==> src/rtl/fbfl_pkg.sv <==
package fbfl_pkg;

  // command codes
  localparam logic [1:0] CMD_ALLOC  = 2'd0;
  localparam logic [1:0] CMD_FREE   = 2'd1;
  localparam logic [1:0] CMD_REINIT = 2'd2;

  // status codes
  localparam logic [2:0] ST_ALLOCATED = 3'd0;
  localparam logic [2:0] ST_EMPTY     = 3'd1;
  localparam logic [2:0] ST_FREED     = 3'd2;
  localparam logic [2:0] ST_IGNORED   = 3'd3;
  localparam logic [2:0] ST_REINIT    = 3'd4;

  // request payload
  typedef struct packed {
    logic [1:0] command;
    logic [1:0] block_index;
    logic       block_present;
  } req_t;

  // response payload
  typedef struct packed {
    logic [2:0] status;
    logic [1:0] granted_index;
    logic [5:0] granted_offset;
  } rsp_t;

endpackage

==> src/rtl/fbfl_ram.sv <==
module fbfl_ram #(
  parameter int WIDTH = 8,
  parameter int DEPTH = 4
) (
  input  logic                                     clk,
  input  logic                                     we,
  input  logic [((DEPTH > 1) ? $clog2(DEPTH) : 1)-1:0] waddr,
  input  logic [WIDTH-1:0]                         wdata,
  input  logic [((DEPTH > 1) ? $clog2(DEPTH) : 1)-1:0] raddr,
  output logic [WIDTH-1:0]                         rdata
);

  logic [WIDTH-1:0] mem [DEPTH];

  // single write port
  always_ff @(posedge clk) begin
    if (we) begin
      mem[waddr] <= wdata;
    end
  end

  // registered read port
  always_ff @(posedge clk) begin
    rdata <= mem[raddr];
  end

endmodule

==> src/rtl/fixed_block_free_list_allocator_top.sv <==
// allocate: busy while the head entry's link is read, then the response (empty pool: no busy)
// free, null free, unused command: respond in the next cycle, next start accepted at once
// reinitialize: one link memory write per cycle, response after the last entry is written
// reset starts the same rebuild pass (busy high, no response)
// a response is shown on done for one cycle; the receiver cannot stall it
module fixed_block_free_list_allocator_top
  import fbfl_pkg::*;
#(
  parameter int NUM_BLOCKS  = 4,
  parameter int BLOCK_BYTES = 16
) (
  input  logic clk,
  input  logic rst,
  input  logic start,
  input  req_t req,
  output logic busy,
  output logic done,
  output rsp_t rsp
);

  localparam int IDX_W  = (NUM_BLOCKS > 1) ? $clog2(NUM_BLOCKS) : 1;
  localparam int LINK_W = IDX_W + 1;
  localparam logic [IDX_W-1:0] LAST = IDX_W'(NUM_BLOCKS - 1);

  localparam logic [1:0] S_IDLE  = 2'd0;
  localparam logic [1:0] S_READ  = 2'd1;
  localparam logic [1:0] S_SWEEP = 2'd2;

  logic [1:0]       state;
  logic [IDX_W-1:0] head;
  logic             empty;
  logic [IDX_W-1:0] sweep_cnt;
  logic             sweep_report;

  logic              we;
  logic [IDX_W-1:0]  waddr;
  logic [LINK_W-1:0] wdata;
  logic [LINK_W-1:0] rdata;
  logic              accept;
  logic              free_ok;

  assign busy    = (state != S_IDLE);
  assign accept  = start && !busy;
  assign free_ok = req.block_present && (32'(req.block_index) < NUM_BLOCKS);

  // link memory: {end mark, next index}, always reading the head entry
  fbfl_ram #(
    .WIDTH(LINK_W),
    .DEPTH(NUM_BLOCKS)
  ) u_links (
    .clk  (clk),
    .we   (we),
    .waddr(waddr),
    .wdata(wdata),
    .raddr(head),
    .rdata(rdata)
  );

  // write port: rebuild sweep or push on free
  always_comb begin
    we    = 1'b0;
    waddr = sweep_cnt;
    wdata = {(sweep_cnt == LAST), ((sweep_cnt == LAST) ? '0 : sweep_cnt + IDX_W'(1))};
    if (state == S_SWEEP) begin
      we = 1'b1;
    end else if (accept && (req.command == CMD_FREE) && free_ok) begin
      we    = 1'b1;
      waddr = IDX_W'(req.block_index);
      wdata = {empty, head};
    end
  end

  // control and response
  always_ff @(posedge clk) begin
    if (rst) begin
      state        <= S_SWEEP;
      head         <= '0;
      empty        <= 1'b0;
      sweep_cnt    <= '0;
      sweep_report <= 1'b0;
      done         <= 1'b0;
    end else begin
      done <= 1'b0;
      unique case (state)
        S_IDLE: begin
          if (accept) begin
            rsp.granted_index  <= '0;
            rsp.granted_offset <= '0;
            unique case (req.command)
              CMD_ALLOC: begin
                if (empty) begin
                  rsp.status <= ST_EMPTY;
                  done       <= 1'b1;
                end else begin
                  state <= S_READ;
                end
              end
              CMD_FREE: begin
                done <= 1'b1;
                if (free_ok) begin
                  head       <= IDX_W'(req.block_index);
                  empty      <= 1'b0;
                  rsp.status <= ST_FREED;
                end else begin
                  rsp.status <= ST_IGNORED;
                end
              end
              CMD_REINIT: begin
                state        <= S_SWEEP;
                sweep_cnt    <= '0;
                sweep_report <= 1'b1;
              end
              default: begin
                rsp.status <= ST_IGNORED;
                done       <= 1'b1;
              end
            endcase
          end
        end
        S_READ: begin
          // pop: link of the head entry is now on rdata
          done               <= 1'b1;
          rsp.status         <= ST_ALLOCATED;
          rsp.granted_index  <= 2'(head);
          rsp.granted_offset <= 6'(6'(head) * 6'(BLOCK_BYTES));
          if (rdata[LINK_W-1]) begin
            empty <= 1'b1;
          end else begin
            head <= rdata[IDX_W-1:0];
          end
          state <= S_IDLE;
        end
        S_SWEEP: begin
          sweep_cnt <= sweep_cnt + IDX_W'(1);
          if (sweep_cnt == LAST) begin
            state        <= S_IDLE;
            head         <= '0;
            empty        <= 1'b0;
            sweep_report <= 1'b0;
            if (sweep_report) begin
              done               <= 1'b1;
              rsp.status         <= ST_REINIT;
              rsp.granted_index  <= '0;
              rsp.granted_offset <= '0;
            end
          end
        end
        default: begin
          state <= S_IDLE;
        end
      endcase
    end
  end

endmodule

==> config.mk <==
export PLATFORM = sky130hd
export DESIGN_NAME = fixed_block_free_list_allocator_top
export DESIGN_NICKNAME = d
export VERILOG_FILES = /design/src/rtl/fbfl_pkg.sv /design/src/rtl/fbfl_ram.sv /design/src/rtl/fixed_block_free_list_allocator_top.sv
export SDC_FILE = /design/constraint.sdc
export NUM_CORES = 1
export LEC_CHECK = 0
export BUFFER_PORTS_ARGS = -buffer_cell sky130_fd_sc_hd__buf_4
export CORE_MARGIN = 1
export CORE_UTILIZATION = 40
export CTS_CLUSTER_DIAMETER = 30
export CTS_CLUSTER_SIZE = 20
export DETAILED_ROUTE_END_ITERATION = 8
export MAX_ROUTING_LAYER = met4
export SYNTH_ARGS = -nofsm -noshare
export SYNTH_HDL_FRONTEND = slang
export SYNTH_HIERARCHICAL = 1
export SYNTH_SLANG_ARGS = --single-unit
==> constraint.sdc <==
create_clock -name clk -period 3.6 [get_ports clk]
set_clock_uncertainty 0.15 [all_clocks]
set_input_delay 0.54 -clock clk [delete_from_list [all_inputs] [get_ports clk]]
set_output_delay 0.54 -clock clk [all_outputs]
set_load 0.005 [all_outputs]
Word-level counts from Yosys, hierarchy flattened:

Memory sizes are Yosys's and may differ from the RTL's. A register that Yosys moved wholly into a read port is not among the register bits.
Index checks and enable logic that the tools add are counted.

* register bits: 20
* RAM bits: 12
* bits of input ports: 8
* output and inout port bits: 13
* logic and storage cells: 89
* memories: 1

* add/sub/neg operators: 1
* eq/ne operators: 17
* mux-type cells: 44
* bitwise logic cells: 1
* reductions and logical operators: 16

Memories
* u_links.mem: words 4, bits a word 3, read ports 1, clocked after memory_dff 1, write ports 1, RTL line fbfl_ram.sv:13 `logic [WIDTH-1:0] mem [DEPTH];`

Operators by type and width (number)
* 2-to-1 mux 11 bit: 3
* case mux 11 bit (3 select lines): 1
* 2-to-1 mux 2 bit: 12
* 2-to-1 mux 1 bit: 16
* != test 2 bit, second input constant: 6
* case mux 2 bit (2 select lines): 3
* AND reduction 6 bit: 2
* 2-to-1 mux 3 bit: 3
* case mux 3 bit (3 select lines): 1
* AND reduction 4 bit: 2
* AND reduction 7 bit: 1
* == test 2 bit, second input constant: 3
* != test 2 x 1 -> 1 bit, second input constant: 3
* != test 3 bit, second input constant: 2
* case mux 1 bit (3 select lines): 2
* case mux 2 bit (3 select lines): 1
* AND reduction 5 bit: 1
* == test 2 x 1 -> 1 bit, second input constant: 2
* logical NOT 2 bit: 2
* case mux 1 bit (2 select lines): 2
* nonzero test 2 bit: 2
* logical AND 1 bit: 3
* != test 3 x 1 -> 1 bit, second input constant: 1
* AND reduction 3 bit: 1
* other kinds (4): 4

Depth between registers and ports, before layout:

* depth after elaboration: 9
* gate-level depth with buffers: 8
* depth with buffers taken out: 7

By module:

The synthesis kept the hierarchy.

Modules (own cells, without submodules)
* fixed_block_free_list_allocator_top: times used 1, cells each 99, area each 935.9 µm², sequential area each 330.3 µm²
* fbfl_ram: times used 1, cells each 22, area each 530.5 µm², sequential area each 420.4 µm²

Worst setup path before layout:

OpenSTA, ideal clock, no wires.

* path kind: register -> register
* from: register state[0]
* to: memory u_links/mem[0][0] in the netlist's numbering (enable)
* setup time: 0.350 ns
* data arrival time: 1.805 ns
* required time: 3.100 ns
* slack: 1.296 ns
* stages on the path, launching flop included: 8
* buffers on the path: 1
* period minus slack after synthesis: 2.304 ns
* path through: dfxtp_1 -> inv_1 -> ha_1 -> and2_1 -> and3b_1 -> buf_2 -> mux2_2 -> nor3b_1

* elaborated cells between the ends (all ways): 12
* those cells by class: eq/ne: 1; mux: 6; reduce/logical: 5

RTL lines
* from (decl): RTL line fixed_block_free_list_allocator_top.sv:29 `logic [1:0] state;`
* from (signal assigned): RTL line fixed_block_free_list_allocator_top.sv:76 `state <= S_SWEEP;`
* from (signal assigned): RTL line fixed_block_free_list_allocator_top.sv:95 `state <= S_READ;`
* from (signal assigned): RTL line fixed_block_free_list_allocator_top.sv:109 `state <= S_SWEEP;`
* nonzero test 2 bit: RTL line fixed_block_free_list_allocator_top.sv:42 `assign busy = (state != S_IDLE);`
* logical NOT 1 bit: RTL line fixed_block_free_list_allocator_top.sv:43 `assign accept = start && !busy;`
* logical AND 1 bit: RTL line fixed_block_free_list_allocator_top.sv:43
* logical AND 1 bit (2 in a row): RTL line fixed_block_free_list_allocator_top.sv:66 `end else if (accept && (req.command == CMD_FREE) && free_ok) begin`
* 2-to-1 mux 2 bit: RTL line fixed_block_free_list_allocator_top.sv:66
* 2-to-1 mux 2 bit (*): RTL line fixed_block_free_list_allocator_top.sv:64 `if (state == S_SWEEP) begin`
* via waddr[0]: RTL line fixed_block_free_list_allocator_top.sv:36 `logic [IDX_W-1:0] waddr;`
* to (decl): RTL line fbfl_ram.sv:13

Mark *: on every way through the listed nets, which the timed path passes. The rest lies on a longest branch.

Worst setup path in the final report:

Same ends and word-level chain as after synthesis.

==> out/metrics.yaml <==
global_routing:
  grt_pass1_wl_mm: 4.57
  first_global_vias: 947
  grt.total_usage_pct: 16.0
  grt_overflow: 0
  grt_max_degree: 12
  antenna_found_initial: 0
pwr:
  p_leak_nw: 0.641
  power_density_mw_per_mm2: 699
  peakVddDrop_mv: 0.292
cts:
  clkTransAtPathRegs_ps: 90
  ctsHoldBuffers: 0
  cts-root-buf: "clkbuf_4"
  cts_sinks: 29
  cts_made_buffers: 5
  cts_tree: "yes"
  ctsResizeCount: 0
  cts_post_setup_buffers_inserted: 0
  clk_latency_ps: 320
  cts_max_level: 2
  clockBufferDepth: 2
min_path:
  worstHoldStart: "rst"
  worstHoldEndpoint: "sweep_cnt[1]"
  hold_path_depth: 2
  hp-class: "in2reg"
run:
  drv_cap: 0
sta:
  max_slew_margin_pct: 32.4
  fmax_mhz: 387
  finalHoldViolCount: 0
  finalSetupViolations: 0
  fin_crit_sh_pct: 71.8
  worst_pin_slew_ps: 989
  finalCriticalPeriod_ps: 2590
  slew_viol_final: 0
  setup_tns_ps: 0
  rsz0062_at_grt: "false"
placed_design:
  port_buffers: 16
  dp.cells: 178
  gp_congestion: 0.839
  hpwl_mm: 2.07
die:
  die_y_um: 62.5
  initial_core_util_pct: 42.9
  ios: 21
  core_mm2: 0.00342
  rows: 21
  die_x_um: 62.5
  dieArea_mm2: 0.00391
layout:
  drive_gt1_share_pct: 20.7
  final_cell_mix: "edfxtp_1 (17), buf_4 (16), dfxtp_1 (12), ha_1 (8)"
  layout.nets: 155
  final_common_cell: "edfxtp_1"
  post_layout_nonfiller_instances: 186
  num_antenna_cells: 0
  fillCellCount: 321
  syn2layout_area_growth_pct: 12.6
detailed_routing:
  drtIter0Drc: 47
  wl_mm: 2.75
  wl_per_cell_um: 14.8
  drc_errors: 0
  wl_met2_mm: 1.31
  dr.pass1.iters: 4
  routedLengthMet1_mm: 1.32
  antenna_left: 0
  avgViaCountPerCell: 5.25
  wl_met3_um: 100
  highest_layer: "met4"
  num_vias: 977
logic_synthesis:
  synth_top_area_cell: "edfxtp_1"
  synthTopCellsByArea: "edfxtp_1 (35%), dfxtp_1 (16%), ha_1 (6.8%), mux4_1 (5.4%), buf_4 (3.1%)"
  synth_seq_cells: 29
  synth_top_area_share_pct: 34.8
  synthCells: 121
  synth_ff_type: "edfxtp_1"
  synth_area_per_cell_um2: 12.1
  synth_area_mm2: 0.00147
  ys_types: 39
  async_flop_share_pct: 0
  synth-edff-count: 17
  ys_seq_area_share_pct: 51.2
  yosys_warnings: 6
setup_path:
  worstSetupEndpointType: "register"
  critPathMaxFanout: 7
  cp.required_ps: 3430
  cp-start-kind: "register"
  criticalPathCategory: "reg2reg"
  r2r_end: "u_links/mem[0][0]"
  r2r_setup_slack_ps: 1010
  ff2ff_path_depth: 6
  critPathArrivalTime_ps: 2420
  worstReg2RegStart: "state[0]"
status:
  status: "complete, no violations"
==> state kept, by name (all words and copies together), names as in the netlist <==
name / cells
done: 1
empty: 1
head: 2
rsp: 5
state: 2
sweep_cnt: 2
sweep_report: 1
u_links/mem: 12
u_links/rdata: 3
==> metrics by stage <==
step | total power [W] | hold slack (ps) | utilization (%) | cell area (um^2) | setup slack (ps)
finish | 0.00116 | 329 | 48.4 | 1650 | 1010
global route | 0.00124 | 303 | 48.4 | 1650 | 821
CTS | 0.00116 | 310 | 48.4 | 1650 | 1030
detailed placement | 0.000986 | 373 | 46.9 | 1600 | 1030
global placement | 0.000969 | 368 | 46.9 | 1600 | 1140
floorplan | 0.000859 | 352 | - | 1480 | 1300
==> logic make-up after synthesis <==
group,synth area share (%)
DFF,51.2
and+or+nand+nor,13.9
other,0.256
muxes,8.36
buffers and inverters,5.46
adders and majority gates,6.83
AOI/OAI and AO/OA,14.0
==> power by group <==
group	switching [W]	leakage [nW]	internal, W
Sequential	0.0000702	0.257	0.000492
Clock	0.000108	0.0300	0.0000704
Combinational	0.000221	0.354	0.000194
==> worst max path at each step <==
stage,slack (ps),from,endpoint
6_report,1010,state[0],u_links/mem[0][0]
5_1_grt,820,state[0],rsp[8]
4_1_cts,1030,state[0],u_links/mem[0][1]
3_5_place_dp,1030,state[0],u_links/mem[0][1]
3_3_place_gp,1140,req[4],u_links/mem[0][2]
2_1_floorplan,1300,state[0],u_links/mem[0][0]
==> cell usage after synthesis, drive strengths merged, types with 3 or more instances <==
cell type	count
nor2b	5
and3b	4
dfxtp	12
edfxtp	17
o21ai	3
mux4	3
nand2	4
ha	8
a311oi	4
mux2	3
buf	7
nor3b	3
nor2	7
inv	7
and3	3
a21oi	7
==> cell type report <==
type | instances | area (um^2) | share of cell area (%)
Timing Repair Buffer | 16 | 120 | 7.27
Clock buffer | 5 | 37.5 | 2.27
Inverter | 7 | 26.3 | 1.59
Tap cell | 46 | 57.6 | 3.48
Sequential cell | 29 | 751 | 45.5
Clock inverter | 3 | 12.5 | 0.758
Multi-Input combinational cell | 80 | 647 | 39.2
==> worst max-delay path, stage by stage, from the launching register on <==
cell     delay, ps
dfxtp_1        350
inv_1          160
ha_1           250
and2_1         200
and3b_1        320
mux2_2         400
nor3b_1        400
==> layer usage <==
layer,track usage (%),up-vias
li1,-,482
met1,19.6,467
met2,24.2,24
met3,4.93,4
met4,6.98,0
met5,-,-
No activity file was read; power rests on OpenSTA's default activity.
